`src/hw/rtl/csfr_pkg.sv`:
```
// ----------------------------------------------------------------------------
// csfr_pkg
// Shared constants and types of the command and sensor frame receiver.
// ----------------------------------------------------------------------------
`default_nettype none

package csfr_pkg;

    localparam int BYTE_W   = 8;
    localparam int WORD_W   = 32;
    localparam int N_WORDS  = 8;
    localparam int WIDX_W   = $clog2(N_WORDS);
    localparam int POS_W    = 6;
    localparam int MODE_W   = 2;
    localparam int KIND_W   = 2;
    localparam int APB_AW   = 5;
    localparam int APB_DW   = 32;
    localparam int REG_IDX_W = 3;

    // Result item layout: mode, accepted, restart, then the eight words.
    localparam int OUT_HDR_W  = 4;
    localparam int OUT_BITS   = OUT_HDR_W + N_WORDS * WORD_W;
    localparam int OUT_DATA_W = ((OUT_BITS + 7) / 8) * 8;

    // Byte positions within a frame.
    localparam logic [POS_W-1:0] POS_FIRST_WORD = 6'd1;
    localparam logic [POS_W-1:0] POS_LAST_WORD  = 6'd32;
    localparam logic [POS_W-1:0] POS_CHECKSUM   = 6'd33;
    localparam logic [POS_W-1:0] POS_CMD_LAST   = 6'd4;
    localparam logic [POS_W-1:0] POS_DATA_LAST  = 6'd35;
    localparam logic [POS_W-1:0] POS_MAX        = 6'd63;

    localparam logic [MODE_W-1:0] MODE_NOMINAL = 2'd0;
    localparam logic [MODE_W-1:0] MODE_PARKED  = 2'd1;
    localparam logic [MODE_W-1:0] MODE_REPLAY  = 2'd2;

    localparam logic [KIND_W-1:0] KIND_NONE = 2'd0;
    localparam logic [KIND_W-1:0] KIND_CMD  = 2'd1;
    localparam logic [KIND_W-1:0] KIND_DATA = 2'd2;

    localparam logic [REG_IDX_W-1:0] REG_CMD_HEADER  = 3'd0;
    localparam logic [REG_IDX_W-1:0] REG_DATA_HEADER = 3'd1;
    localparam logic [REG_IDX_W-1:0] REG_FOOTER_1    = 3'd2;
    localparam logic [REG_IDX_W-1:0] REG_FOOTER_2    = 3'd3;
    localparam logic [REG_IDX_W-1:0] REG_CODE_SIT    = 3'd4;
    localparam logic [REG_IDX_W-1:0] REG_CODE_REPLAY = 3'd5;
    localparam logic [REG_IDX_W-1:0] REG_CODE_STOP   = 3'd6;

    typedef struct packed {
        logic [BYTE_W-1:0] command_header;
        logic [BYTE_W-1:0] data_header;
        logic [BYTE_W-1:0] footer_first;
        logic [BYTE_W-1:0] footer_second;
        logic [BYTE_W-1:0] code_sit;
        logic [BYTE_W-1:0] code_replay;
        logic [BYTE_W-1:0] code_stop;
    } cfg_t;

    localparam cfg_t CFG_RESET = '{
        command_header: 8'd170,
        data_header:    8'd171,
        footer_first:   8'd13,
        footer_second:  8'd10,
        code_sit:       8'd1,
        code_replay:    8'd2,
        code_stop:      8'd3
    };

endpackage

`default_nettype wire

```
`src/hw/rtl/csfr_cfg_regs.sv`:
```
// ----------------------------------------------------------------------------
// csfr_cfg_regs
// Register bank of header, footer and command codes behind an APB port.
// ----------------------------------------------------------------------------
`default_nettype none

module csfr_cfg_regs (
    input  wire logic                          aclk,
    input  wire logic                          aresetn,
    input  wire logic                          psel,
    input  wire logic                          penable,
    input  wire logic                          pwrite,
    input  wire logic [csfr_pkg::APB_AW-1:0]   paddr,
    input  wire logic [csfr_pkg::APB_DW-1:0]   pwdata,
    output logic      [csfr_pkg::APB_DW-1:0]   prdata,
    output logic                               pready,
    output csfr_pkg::cfg_t                     cfg
);

    csfr_pkg::cfg_t                           cfg_reg;
    csfr_pkg::cfg_t                           cfg_next;
    logic [csfr_pkg::REG_IDX_W-1:0]           reg_idx;
    logic [csfr_pkg::BYTE_W-1:0]              wbyte;
    logic [csfr_pkg::BYTE_W-1:0]              rbyte;
    logic                                     wr_en;

    assign pready  = 1'b1;
    assign reg_idx = paddr[csfr_pkg::APB_AW-1:2];
    assign wbyte   = pwdata[csfr_pkg::BYTE_W-1:0];
    assign wr_en   = psel && penable && pwrite && pready;

    always_comb begin
        cfg_next = cfg_reg;
        if (wr_en) begin
            case (reg_idx)
                csfr_pkg::REG_CMD_HEADER:  cfg_next.command_header = wbyte;
                csfr_pkg::REG_DATA_HEADER: cfg_next.data_header    = wbyte;
                csfr_pkg::REG_FOOTER_1:    cfg_next.footer_first   = wbyte;
                csfr_pkg::REG_FOOTER_2:    cfg_next.footer_second  = wbyte;
                csfr_pkg::REG_CODE_SIT:    cfg_next.code_sit       = wbyte;
                csfr_pkg::REG_CODE_REPLAY: cfg_next.code_replay    = wbyte;
                csfr_pkg::REG_CODE_STOP:   cfg_next.code_stop      = wbyte;
                default:                   cfg_next = cfg_reg;
            endcase
        end
    end

    always_comb begin
        case (reg_idx)
            csfr_pkg::REG_CMD_HEADER:  rbyte = cfg_reg.command_header;
            csfr_pkg::REG_DATA_HEADER: rbyte = cfg_reg.data_header;
            csfr_pkg::REG_FOOTER_1:    rbyte = cfg_reg.footer_first;
            csfr_pkg::REG_FOOTER_2:    rbyte = cfg_reg.footer_second;
            csfr_pkg::REG_CODE_SIT:    rbyte = cfg_reg.code_sit;
            csfr_pkg::REG_CODE_REPLAY: rbyte = cfg_reg.code_replay;
            csfr_pkg::REG_CODE_STOP:   rbyte = cfg_reg.code_stop;
            default:                   rbyte = '0;
        endcase
    end

    assign prdata = {{(csfr_pkg::APB_DW - csfr_pkg::BYTE_W){1'b0}}, rbyte};
    assign cfg    = cfg_reg;

    always_ff @(posedge aclk) begin
        if (!aresetn) begin
            cfg_reg <= csfr_pkg::CFG_RESET;
        end else begin
            cfg_reg <= cfg_next;
        end
    end

endmodule

`default_nettype wire

```
`src/hw/rtl/command_and_sensor_frame_receiver.sv`:
```
// ----------------------------------------------------------------------------
// command_and_sensor_frame_receiver
// Parses command and sensor data frames from a byte stream, one result per
// frame.
// ----------------------------------------------------------------------------
// Throughput: one byte per cycle while the input is not stalled; a result item is
// registered and shown in the cycle after the final byte of its frame is accepted.
// The input stalls only while a result waits in the output register and the
// sink is not ready; the frame checks are made combinationally on the final byte.
// Reset (synchronous, active low) restores the register defaults, normal
// mode, zero committed words and an empty output register.
`default_nettype none

module command_and_sensor_frame_receiver (
    input  wire logic                              aclk,
    input  wire logic                              aresetn,
    // s_tdata: rx_byte [7:0]
    input  wire logic [csfr_pkg::BYTE_W-1:0]       s_tdata,
    input  wire logic                              s_tlast,
    input  wire logic                              s_tvalid,
    output logic                                   s_tready,
    // m_tdata: mode [1:0], frame_accepted [2], fusion_restart [3],
    // altitude, pressure, accel x/y/z, gyro x/y/z words from [35:4] up
    // to [259:228], zero padding [263:260]
    output logic [csfr_pkg::OUT_DATA_W-1:0]        m_tdata,
    // m_tuser: frame_kind [1:0]
    output logic [csfr_pkg::KIND_W-1:0]            m_tuser,
    output logic                                   m_tvalid,
    input  wire logic                              m_tready,
    input  wire logic                              psel,
    input  wire logic                              penable,
    input  wire logic                              pwrite,
    input  wire logic [csfr_pkg::APB_AW-1:0]       paddr,
    input  wire logic [csfr_pkg::APB_DW-1:0]       pwdata,
    output logic      [csfr_pkg::APB_DW-1:0]       prdata,
    output logic                                   pready
);

    csfr_pkg::cfg_t cfg;

    csfr_cfg_regs u_cfg (
        .aclk    (aclk),
        .aresetn (aresetn),
        .psel    (psel),
        .penable (penable),
        .pwrite  (pwrite),
        .paddr   (paddr),
        .pwdata  (pwdata),
        .prdata  (prdata),
        .pready  (pready),
        .cfg     (cfg)
    );

    logic [csfr_pkg::POS_W-1:0]   pos_reg,      pos_next;
    logic [csfr_pkg::BYTE_W-1:0]  sum_reg,      sum_next;
    logic [csfr_pkg::BYTE_W-1:0]  first_reg,    first_next;
    logic [csfr_pkg::BYTE_W-1:0]  cmd_reg,      cmd_next;
    logic [csfr_pkg::BYTE_W-1:0]  chk_reg,      chk_next;
    logic [csfr_pkg::BYTE_W-1:0]  prev_reg,     prev_next;
    logic [csfr_pkg::MODE_W-1:0]  mode_reg,     mode_next;
    logic [csfr_pkg::KIND_W-1:0]  kind_reg,     kind_next;
    logic                         acc_reg,      acc_next;
    logic                         restart_reg,  restart_next;
    logic                         m_valid_reg,  m_valid_next;

    logic [csfr_pkg::WORD_W-1:0]  staging_words_reg   [csfr_pkg::N_WORDS];
    logic [csfr_pkg::WORD_W-1:0]  committed_words_reg [csfr_pkg::N_WORDS];

    logic                         in_fire;
    logic                         eof_fire;
    logic                         commit;
    logic                         footers_ok;
    logic                         stage_wr;
    logic [csfr_pkg::POS_W-1:0]   stage_off;
    logic [csfr_pkg::WIDX_W-1:0]  stage_idx;
    logic [1:0]                   stage_lane;

    assign s_tready = !m_valid_reg || m_tready;
    assign in_fire  = s_tvalid && s_tready;
    assign eof_fire = in_fire && s_tlast;

    assign stage_wr   = in_fire && (pos_reg >= csfr_pkg::POS_FIRST_WORD)
                        && (pos_reg <= csfr_pkg::POS_LAST_WORD);
    assign stage_off  = pos_reg - csfr_pkg::POS_FIRST_WORD;
    assign stage_idx  = stage_off[csfr_pkg::WIDX_W+1:2];
    assign stage_lane = stage_off[1:0];

    assign footers_ok = (prev_reg == cfg.footer_first) && (s_tdata == cfg.footer_second);

    always_comb begin
        pos_next     = pos_reg;
        sum_next     = sum_reg;
        first_next   = first_reg;
        cmd_next     = cmd_reg;
        chk_next     = chk_reg;
        prev_next    = prev_reg;
        mode_next    = mode_reg;
        kind_next    = kind_reg;
        acc_next     = acc_reg;
        restart_next = restart_reg;
        m_valid_next = m_valid_reg && !m_tready;
        commit       = 1'b0;

        if (in_fire) begin
            prev_next = s_tdata;
            if (pos_reg == '0) begin
                first_next = s_tdata;
            end
            if (pos_reg == csfr_pkg::POS_FIRST_WORD) begin
                cmd_next = s_tdata;
            end
            if (pos_reg == csfr_pkg::POS_CHECKSUM) begin
                chk_next = s_tdata;
            end
            if (pos_reg < csfr_pkg::POS_CHECKSUM) begin
                sum_next = sum_reg + s_tdata;
            end

            if (!s_tlast) begin
                if (pos_reg != csfr_pkg::POS_MAX) begin
                    pos_next = pos_reg + 1'b1;
                end
            end else begin
                pos_next     = '0;
                sum_next     = '0;
                kind_next    = csfr_pkg::KIND_NONE;
                acc_next     = 1'b0;
                restart_next = 1'b0;
                m_valid_next = 1'b1;
                if ((first_reg == cfg.command_header)
                        && (pos_reg == csfr_pkg::POS_CMD_LAST)) begin
                    kind_next = csfr_pkg::KIND_CMD;
                    if (footers_ok) begin
                        acc_next = 1'b1;
                        if (cmd_reg == cfg.code_sit) begin
                            mode_next = csfr_pkg::MODE_PARKED;
                        end else if (cmd_reg == cfg.code_replay) begin
                            mode_next    = csfr_pkg::MODE_REPLAY;
                            restart_next = 1'b1;
                        end else if (cmd_reg == cfg.code_stop) begin
                            mode_next = csfr_pkg::MODE_NOMINAL;
                        end
                    end
                end else if ((first_reg == cfg.data_header)
                        && (pos_reg == csfr_pkg::POS_DATA_LAST)) begin
                    kind_next = csfr_pkg::KIND_DATA;
                    if (footers_ok && (sum_reg == chk_reg)) begin
                        acc_next = 1'b1;
                        commit   = 1'b1;
                    end
                end
            end
        end
    end

    always_ff @(posedge aclk) begin
        if (!aresetn) begin
            pos_reg     <= '0;
            sum_reg     <= '0;
            first_reg   <= '0;
            cmd_reg     <= '0;
            chk_reg     <= '0;
            prev_reg    <= '0;
            mode_reg    <= csfr_pkg::MODE_NOMINAL;
            m_valid_reg <= 1'b0;
        end else begin
            pos_reg     <= pos_next;
            sum_reg     <= sum_next;
            first_reg   <= first_next;
            cmd_reg     <= cmd_next;
            chk_reg     <= chk_next;
            prev_reg    <= prev_next;
            mode_reg    <= mode_next;
            m_valid_reg <= m_valid_next;
        end
    end

    always_ff @(posedge aclk) begin
        kind_reg    <= kind_next;
        acc_reg     <= acc_next;
        restart_reg <= restart_next;
    end

    always_ff @(posedge aclk) begin
        if (stage_wr) begin
            staging_words_reg[stage_idx][{stage_lane, 3'b000} +: csfr_pkg::BYTE_W] <= s_tdata;
        end
    end

    always_ff @(posedge aclk) begin
        if (!aresetn) begin
            for (int i = 0; i < csfr_pkg::N_WORDS; i++) begin
                committed_words_reg[i] <= '0;
            end
        end else if (commit) begin
            for (int i = 0; i < csfr_pkg::N_WORDS; i++) begin
                committed_words_reg[i] <= staging_words_reg[i];
            end
        end
    end

    always_comb begin
        m_tdata        = '0;
        m_tdata[1:0]   = mode_reg;
        m_tdata[2]     = acc_reg;
        m_tdata[3]     = restart_reg;
        for (int i = 0; i < csfr_pkg::N_WORDS; i++) begin
            m_tdata[csfr_pkg::OUT_HDR_W + i*csfr_pkg::WORD_W +: csfr_pkg::WORD_W] =
                committed_words_reg[i];
        end
    end

    assign m_tuser  = kind_reg;
    assign m_tvalid = m_valid_reg;

    a_restart_means_replay: assert property (@(posedge aclk) disable iff (!aresetn)
        m_valid_reg && restart_reg |-> acc_reg && (mode_reg == csfr_pkg::MODE_REPLAY)
                                       && (kind_reg == csfr_pkg::KIND_CMD))
        else $error("fusion restart without an accepted replay command");

    a_accept_has_kind: assert property (@(posedge aclk) disable iff (!aresetn)
        m_valid_reg && acc_reg |-> (kind_reg != csfr_pkg::KIND_NONE))
        else $error("accepted frame reported as unrecognized");

    a_stall_blocks_input: assert property (@(posedge aclk) disable iff (!aresetn)
        m_valid_reg && !m_tready |-> !s_tready)
        else $error("input taken while a result is stalled");

    a_eof_restarts_frame: assert property (@(posedge aclk) disable iff (!aresetn)
        eof_fire |=> (pos_reg == '0) && (sum_reg == '0) && m_valid_reg)
        else $error("frame state not restarted after the final byte");

endmodule

`default_nettype wire

```
`config.mk`:
```
export PLATFORM = sky130hd
export DESIGN_NAME = command_and_sensor_frame_receiver
export DESIGN_NICKNAME = d
export VERILOG_FILES = /design/src/hw/rtl/csfr_pkg.sv /design/src/hw/rtl/csfr_cfg_regs.sv /design/src/hw/rtl/command_and_sensor_frame_receiver.sv
export SDC_FILE = /design/constraint.sdc
export NUM_CORES = 1
export LEC_CHECK = 0
export BUFFER_PORTS_ARGS = -buffer_cell sky130_fd_sc_hd__buf_2
export CORE_ASPECT_RATIO = 0.5
export CORE_MARGIN = 2
export CORE_UTILIZATION = 40
export DETAILED_ROUTE_END_ITERATION = 8
export HOLD_SLACK_MARGIN = 0.05
export PLACE_DENSITY = 0.6
export SLEW_MARGIN = 20
export SYNTH_ARGS = -nofsm -noshare
export SYNTH_HDL_FRONTEND = slang
export SYNTH_SLANG_ARGS = --single-unit
```
`constraint.sdc`:
```
create_clock -name aclk -period 28.4 [get_ports aclk]
set_input_delay 5.68 -clock aclk [delete_from_list [all_inputs] [get_ports aclk]]
set_output_delay 5.68 -clock aclk [all_outputs]
set_load 0.01 [all_outputs]
```
[After elaboration in Yosys (flattened, before gate mapping)]
Memory sizes are Yosys's and may differ from the RTL's.
Cells that the tools add are included.
Operators by class
  reduce and logical (&&, ||, !) cells: 33
  muxes and demuxes: 33
  equal/unequal tests: 19
  magnitude comparators: 3
  bitwise operators: 10
  add/sub/neg operators: 4
  shift-type cells: 2
Operators with widths (number)
  two-way mux 32 bit: 9
  equality test 8 bit: 8
  case mux 8 bit (7 select lines): 1
  variable shift 8 x 7 -> 32 bit, first input constant: 1
  variable part select 8 x 7 -> 32 bit: 1
  AND reduction 2 bit: 13
  two-way mux 8 bit: 2
  two-way mux 1 bit: 15
  equality test 6 bit, second input constant: 2
  two-way mux 6 bit: 2
  logical AND 1 bit: 10
  equality test 3 bit, second input constant: 3
  adder 8 bit: 1
  two-way mux 2 bit: 4
  OR 1 bit: 8
  negation 5 -> 7 bit: 1
  adder 6 x 1 -> 6 bit, second input constant: 1
  equality test 3 x 2 -> 1 bit, second input constant: 2
  equality test 6 x 1 -> 1 bit, second input constant: 1
  equality test 6 x 3 -> 1 bit, second input constant: 1
  greater-or-equal comparator 6 x 1 -> 1 bit, second input constant: 1
  less-or-equal comparator 6 bit, second input constant: 1
  logical NOT 6 bit: 1
  < comparator 6 bit, second input constant: 1
  other kinds (11): 14
Word-level totals
  bits in writable memories: 512
  register bits after elaboration: 109
  input bits: 53
  memories kept: 2
Memories
  committed_words_reg: words 8, bits a word 32, read ports 8, clocked after memory_dff 0, write ports 8, line command_and_sensor_frame_receiver.sv:67  | logic [csfr_pkg::WORD_W-1:0] committed_words_reg [csfr_pkg::N_WORDS];
  staging_words_reg: words 8, bits a word 32, read ports 8, clocked after memory_dff 0, write ports 1, line command_and_sensor_frame_receiver.sv:66  | logic [csfr_pkg::WORD_W-1:0] staging_words_reg [csfr_pkg::N_WORDS];

[Depth between registers and ports, before layout]
Gate-level depths: netlist of run 1.
  depth after elaboration: 12
  mapped depth: 10
  mapped depth without buffers: 7

[Hierarchy]
Synthesis of run 1 repeated with hierarchy kept, for this count alone.
Unflattened totals
  cells, all modules: 1794
  area, all modules: 25244.2 um^2
By module, submodules not included
  command_and_sensor_frame_receiver: area each 22400.2 um^2, cells an instance 1493, times used 1, seq. area each 16475.8 um^2
  csfr_cfg_regs: area each 2844.0 um^2, cells an instance 301, times used 1, seq. area each 1121.1 um^2

[Worst setup path before layout of run 1]
Ideal clock, no wire load.
  path type: input-to-reg
  start: input port s_tdata[0] (netlist name)
  end: memory committed_words_reg[0][0] (netlist name), enable pin
  stages: 9
  data required time: 27773 ps
  library setup time: 627 ps
  path buffers: 4
  arrival time: 12399 ps
  slack: 15374 ps
  cell sequence: buf_4 > xor2_1 > nor4_1 > nand4_1 > nand4bb_1 > buf_2 > buf_6 > buf_6 > nand2_1
RTL lines
  from (decl): line command_and_sensor_frame_receiver.sv:18  | input wire logic [csfr_pkg::BYTE_W-1:0] s_tdata,
  to (decl): line command_and_sensor_frame_receiver.sv:67

[Worst setup path after layout of run 1]
  start: input port paddr[2] (netlist name)
  end: output port prdata[0] (netlist name)
On the way
  word-level cells in the longest chain between the ends: 2
  elaborated cells between the ends (all ways): 8
  those cells by class: eq/ne: 6; mux: 1; reduce/logical: 1
Ends and longest elaborated chain
  from (decl): line command_and_sensor_frame_receiver.sv:33  | input wire logic [csfr_pkg::APB_AW-1:0] paddr,
  equality test 3 bit (tied with other cells): line csfr_cfg_regs.sv:49  | case (reg_idx)
  case mux 8 bit (7 select lines) (*): line csfr_cfg_regs.sv:49
  to (decl): line command_and_sensor_frame_receiver.sv:35  | output logic [csfr_pkg::APB_DW-1:0] prdata,
Mark *: on every way between the ends. The rest lies on a longest branch, timed or not.

==> results of run 1 <==
## final cells by class
type / count / share of cell area [%]
clock buffer: 71 / 5.10
clock inverter: 32 / 0.761
inverter: 202 / 2.66
multi-input combinational: 857 / 21.2
sequential: 621 / 61.2
tap: 825 / 3.59
timing repair buffer: 309 / 5.51
## layer usage
layer	GRT usage, %	vias up	share of wire (%)
met2	30.9	309	51
met3	3.04	80	4.5
met5	0	-	0
li1	-	6636	-
met4	4.44	0	2.2
met1	22.8	6988	42
## kinds of logic (layout without fill, tap and decap cells)
logic type	count (synthesis)	count (layout)	synth area share (%)
muxes	90	90	3.90
adders and majority gates	15	15	0.779
buffers and inverters	323	614	5.99
DFF	621	621	70.2
xor gates and xnor gates	72	72	2.52
and+or+nand+nor	578	578	14.8
other	2	29	0.0300
AOI/OAI and AO/OA	73	73	1.75
## through the flow
stage                     setup WS (ns)  power [mW]  area (um^2)
after floorplan                   15.37        1.09        25200
after global placement            15.37        1.12        27100
after detailed placement          15.42        1.13        27100
after CTS                         15.41        1.83        28800
after global routing              15.26        1.87        28800
final                             15.31        1.81        28800
## report_power, final
part           internal (mW)  switching (mW)
sequential              1.00          0.0104
combinational         0.0262          0.0648
clock                  0.375           0.335
total                   1.40           0.410
## placed cells by master, fill, tap and decap left out, types with 29 or more instances in the layout
cell,count
sky130_fd_sc_hd__nor2_1,128
sky130_fd_sc_hd__dfxtp_1,105
sky130_fd_sc_hd__inv_1,201
sky130_fd_sc_hd__nor3_1,29
sky130_fd_sc_hd__edfxtp_1,516
sky130_fd_sc_hd__mux2i_1,82
sky130_fd_sc_hd__nor3_2,173
sky130_fd_sc_hd__xor2_1,42
sky130_fd_sc_hd__xnor2_1,30
sky130_fd_sc_hd__nand2_1,81
sky130_fd_sc_hd__and2_1,98
sky130_fd_sc_hd__a21oi_1,34
sky130_fd_sc_hd__buf_2,298
sky130_fd_sc_hd__clkbuf_16,55
sky130_fd_sc_hd__conb_1,29
## critical path, cell delays in order
cell,delay (ns)
sky130_fd_sc_hd__buf_2,0.46
sky130_fd_sc_hd__nor2b_1,0.48
sky130_fd_sc_hd__a21oi_1,0.16
sky130_fd_sc_hd__o21ai_0,0.39
sky130_fd_sc_hd__buf_2,0.22
## worst paths after layout
kind,cells after the start,to
worst max-delay path,5,prdata[0]
worst min-delay path,2,mode_reg[1]
worst min register to register,2,mode_reg[1]
worst max register to register,7,committed_words_reg[1][91]
==> impl_summary.txt, run 1 <==
----------------------------------------------------
[Yosys]
  Post-synth top area share ... roughly 62%
  Cell taking the most area after synthesis ... sky130_fd_sc_hd__edfxtp_1
  Synth warnings ... 0
  Synthesized area per cell ... 14.1 um^2
  Number of enable-type register cells in the synthesized netlist ... 516
  Ys flop type ... sky130_fd_sc_hd__edfxtp_1
  Share of synthesized area occupied by flip-flops and latches ... 70.2%
  Post-synth design cell area ... 25100 um^2
  Top area cells in the synthesized netlist ... sky130_fd_sc_hd__edfxtp_1, sky130_fd_sc_hd__dfxtp_1, sky130_fd_sc_hd__nor3_2, sky130_fd_sc_hd__mux2i_1, sky130_fd_sc_hd__inv_1
  Synthesis-stage register bit count ... 621
  Cell with the most instances after synthesis ... sky130_fd_sc_hd__edfxtp_1
  Top cells by count, synth ... sky130_fd_sc_hd__edfxtp_1, sky130_fd_sc_hd__inv_1, sky130_fd_sc_hd__nor3_2, sky130_fd_sc_hd__nor2_1, sky130_fd_sc_hd__dfxtp_1
  Proportion of register bits with asynchronous set or reset after synthesis ... 0%
  Instance count of the mapped netlist ... 1774
  Count of cell types in the netlist ... 53

[Power]
  Largest vdd supply drop ... 0.0479 mV
  Power per Cell Area ... 63.1 nW/um^2
  Static power due to leakage ... between 10 and 15 nW

[Critical path]
  Type of the worst setup path ... primary input to output pin
  CP required ... 22.72 ns
  CP Launch Point ... paddr[2]
  Worst R2R Setup Slack ... 24.00 ns
  Worst Setup End Kind ... output pin
  Beginning of the worst register-to-register path ... pos_reg[0]
  CP Data Arrival Time ... 7.41 ns
  CP max FO ... 24
  Type of origin of the critical path ... primary input

[Clocking]
  Cell at the root of the clock tree ... sky130_fd_sc_hd__clkbuf_16
  CTS tree ... built
  Deepest level of the CTS H-tree ... 2
  Post-CTS setup-driven buffer insertion count ... 0
  Resize count post-CTS ... 0
  Clock-pin transition on the worst setup and hold timing paths ... 0.06 ns
  # hold bufs at CTS ... 0
  Latest clock arrival within the worst-skew pair ... 0.61 ns
  Number of buffers created by CTS ... 55
  TritonCTS Sinks ... 621
  CTS max path bufs ... 3

[Timing]
  Measured slew at the worst slew-check pin ... 1.18 ns
  Final worst hold slack ... 0.460 ns
  Share of the cycle needed by the critical path after routing ... 46.1%
  Fin crit period ... about 13 ns
  Aggregate negative setup slack ... 0 ns
  Final hold violation count ... 0
  Final Slew Violations ... 0
  Slew HR ... between 20% and 30%
  RSZ-0062 raised after global routing ... false
  Finish-stage setup viols ... 0
  Worst clock skew on the final layout ... 0.0294 ns
  Top achievable clock speed ... 0.0764 GHz

[Run status]
  Outcome ... finished clean

[Routing]
  Remaining DRCs ... 0
  Post-DRT Antenna Nets ... 0
  1st-iter DRT viols ... 1087
  Final Routed Wirelength ... 57900 um
  Routed via count ... 14000
  Via density ... 4.80
  Wire length per cell ... 19.8 um
  Number of optimization iterations in the first detailed-route pass ... 5

[Placed design]
  HPWL after detailed placement ... 38400 um
  Placed cells ... between 2000 and 3000
  Gp weighted congestion ... 0.845
  Count of input and output buffers ... between 200 and 300

[Layout]
  Final core utilization ... 46.8%
  Register Area ... 17600 um^2
  Fill cells ... 5473
  Nets@finish ... 2114
  Area growth from synthesis to layout ... 14.8%
  Post-route non-filler standard cell count ... 2917
  Proportion of layout cells with a drive suffix above 1 ... between 20% and 30%
  Multi-input logic area ... 6100 um^2
  Diodes inserted ... 0

[Die]
  DIE AREA ... 64800 um^2
  Placeable Area ... 61500 um^2
  Num ports ... 354
  Number of rows in the core area ... 64
  Initial standard-cell utilization of the core ... around two fifths
  Y dimension of the die ... 181 um
  Die boundary width ... 358 um

[Global route]
  Global-route total usage across every layer ... 17.7%
  First-pass GRT wire length ... between 80000 and 90000 um
  Number of global-route vias before repair ... 13500
  Leftover overflow at the end of global routing ... 0
  Number of antenna violations at the first check in global routing ... 3
  Maximum number of pins on one net before global-route repair ... 134

[Min path]
  Startpoint of the lowest-slack hold path ... mode_reg[1]
  Hold/Removal Path Class ... flip-flop to flip-flop

[Flow run]
  Count of maximum capacitance violations ... 0

----------------------------------------------------
(Power assumes the default switching activity.)
==> inputs of run 2 (changes only) <==
==> constraint.sdc (replaced) <==
create_clock -name aclk -period 12.9 [get_ports aclk]
set_input_delay 2.58 -clock aclk [delete_from_list [all_inputs] [get_ports aclk]]
set_output_delay 2.58 -clock aclk [all_outputs]
set_load 0.01 [all_outputs]
==> run 2 against run 1 <==
  * Cell count decreased by 0.27%
  * Design area increased by 0.36%
  * Core utilization increased by 0.17 points
  * Power increased by 130%
  * Register-to-register slack got worse by 16 ns
  * Sequential share of layout area decreased by 0.22 points
  * Largest cell class unchanged
  * Worst hold slack about the same
  * Non-clock buffer count decreased by 3
  * Worst setup slack got worse by 9.2 ns
  * Via count decreased by 0.80%
  * Critical path depth unchanged
==> impl_summary.txt, run 2 (same netlist as run 1, synthesis figures left out) <==
----------------------------------------------------
[Layout]
  Leading cell type in the layout, fill and taps excluded ... sky130_fd_sc_hd__edfxtp_1
  Diodes inserted ... 0
  Area growth from synthesis to layout ... 15.2%
  Highest-count cells in the layout ignoring fill and taps ... sky130_fd_sc_hd__edfxtp_1, sky130_fd_sc_hd__buf_2, sky130_fd_sc_hd__inv_1
  Nets@finish ... 2110
  Proportion of layout cells with a drive suffix above 1 ... 27.1%
  Post-route non-filler standard cell count ... 2909
  Final core utilization ... 46.9%

[Power]
  Largest vdd supply drop ... 0.111 mV
  Static power due to leakage ... 11.2 nW
  Power Total ... slightly above 4 mW
  Power per Cell Area ... 142 nW/um^2

[Timing]
  Final Slew Violations ... 0
  RSZ-0062 raised after global routing ... false
  Finish-stage setup viols ... 0
  Top achievable clock speed ... 0.147 GHz
  Worst clock skew on the final layout ... roughly 0.048 ns
  Measured slew at the worst slew-check pin ... 1.11 ns
  Aggregate negative setup slack ... 0 ns
  Share of the cycle needed by the critical path after routing ... 52.8%
  Fin crit period ... about 6.8 ns
  Slew HR ... 25.6%
  Final hold violation count ... 0

[Clocking]
  Latest clock arrival within the worst-skew pair ... 0.62 ns
  Cell at the root of the clock tree ... sky130_fd_sc_hd__clkbuf_16
  Deepest level of the CTS H-tree ... 2
  CTS tree ... built
  # hold bufs at CTS ... 0
  Number of buffers created by CTS ... 54
  Resize count post-CTS ... 0
  TritonCTS Sinks ... 621
  CTS max path bufs ... 3
  Clock-pin transition on the worst setup and hold timing paths ... around 0.070 ns
  Post-CTS setup-driven buffer insertion count ... 0

[Run status]
  Outcome ... finished clean

[Placed design]
  HPWL after detailed placement ... between 30000 and 40000 um
  Placed cells ... 2811
  Count of input and output buffers ... 298
  Gp weighted congestion ... approximately 0.8

[Critical path]
  CP Data Arrival Time ... approximately 4.2 ns
  Critical Path Max Stage Delay ... 0.48 ns
  CP max stage cell ... sky130_fd_sc_hd__nor2b_1
  CP bufs+invs ... 2
  Most prevalent standard cell on the critical path ... sky130_fd_sc_hd__buf_2
  Cell-by-cell trace of the critical path ... buf_2 -> nor2b_1 -> a21oi_1 -> o21ai_0 -> buf_2
  CP required ... 10.32 ns
  Worst r2r path cells ... 8
  Logic depth of the worst path, buffers included ... 5
  Type of the worst setup path ... primary input to output pin
  Worst Setup End Kind ... output pin
  CP max FO ... 24
  Type of origin of the critical path ... primary input
  Family of cells with the greatest summed delay on the critical path ... buffers and inverters

[Global route]
  First-pass GRT wire length ... 85600 um
  Number of antenna violations at the first check in global routing ... 6
  Leftover overflow at the end of global routing ... 0
  Number of global-route vias before repair ... 13700
  Maximum number of pins on one net before global-route repair ... ~160
  Global-route total usage across every layer ... between 15 and 20%

[Routing]
  1st-iter DRT viols ... 1050
  Via density ... 4.78
  Post-DRT Antenna Nets ... 0
  Number of optimization iterations in the first detailed-route pass ... 5
  Final Routed Wirelength ... 58000 um
  Routed via count ... 13900
  Remaining DRCs ... 0
  Wire length per cell ... between 15 and 20 um

[Die]
  Initial standard-cell utilization of the core ... about two fifths
  Y dimension of the die ... 181 um
  Die boundary width ... 358 um
  DIE AREA ... 64800 um^2
  Placeable Area ... 61500 um^2
  Num ports ... approximately 350
  Number of rows in the core area ... 64

[Flow run]
  Count of maximum capacitance violations ... 0

[Min path]
  Hold/Removal Path Class ... flip-flop to flip-flop
  Cells on Worst Hold Path ... 2

----------------------------------------------------
==> run 2: power breakdown <==
part / switching, mW / internal, mW / total [mW]
clock: 0.734 / 0.934 / 1.67
sequential: 0.0230 / 2.21 / 2.23
combinational: 0.144 / 0.0580 / 0.202
total: 0.901 / 3.20 / 4.10
==> run 2: final cells by class <==
type	instances	area, um^2
Sequential cell	621	17600
Tap cell	825	1030
Inverter	202	766
Clock buffer	68	1400
Fill cell	5459	32600
Timing Repair Buffer	306	1590
Clock inverter	30	382
Multi-Input combinational cell	857	6100
==> run 2: stage by stage <==
| stage | hold WS (ns) | cell area, um^2 | worst slack [ns] |
|---|---|---|---|
| global route | 0.477 | 28900 | 5.96 |
| CTS | 0.465 | 28900 | 6.09 |
| finish | 0.461 | 28900 | 6.09 |
| detailed placement | 0.456 | 27100 | 5.82 |
| global placement | 0.450 | 27100 | 5.87 |
| floorplan | 0.448 | 25200 | 2.97 |
==> run 2: worst paths after layout <==
check	startpoint	end	slack, ns
min	mode_reg[1]	mode_reg[1]	0.46
min reg2reg	mode_reg[1]	mode_reg[1]	0.46
max	paddr[2]	prdata[0]	6.09
max reg2reg	pos_reg[0]	committed_words_reg[1][89]	8.27
==> run 2: routing by layer <==
layer,part of all wire (%),up-vias,GRT usage [%]
met5,0,-,0
met4,2.9,0,5.51
li1,-,6623,-
met2,51,307,30.7
met3,4.2,102,2.62
met1,42,6869,22.8
==> run 2: worst min-delay path: stages, from the launching register on <==
cell                      delay [ns]
sky130_fd_sc_hd__dfxtp_1        0.31
sky130_fd_sc_hd__nand2_1        0.05
sky130_fd_sc_hd__mux2i_1        0.05
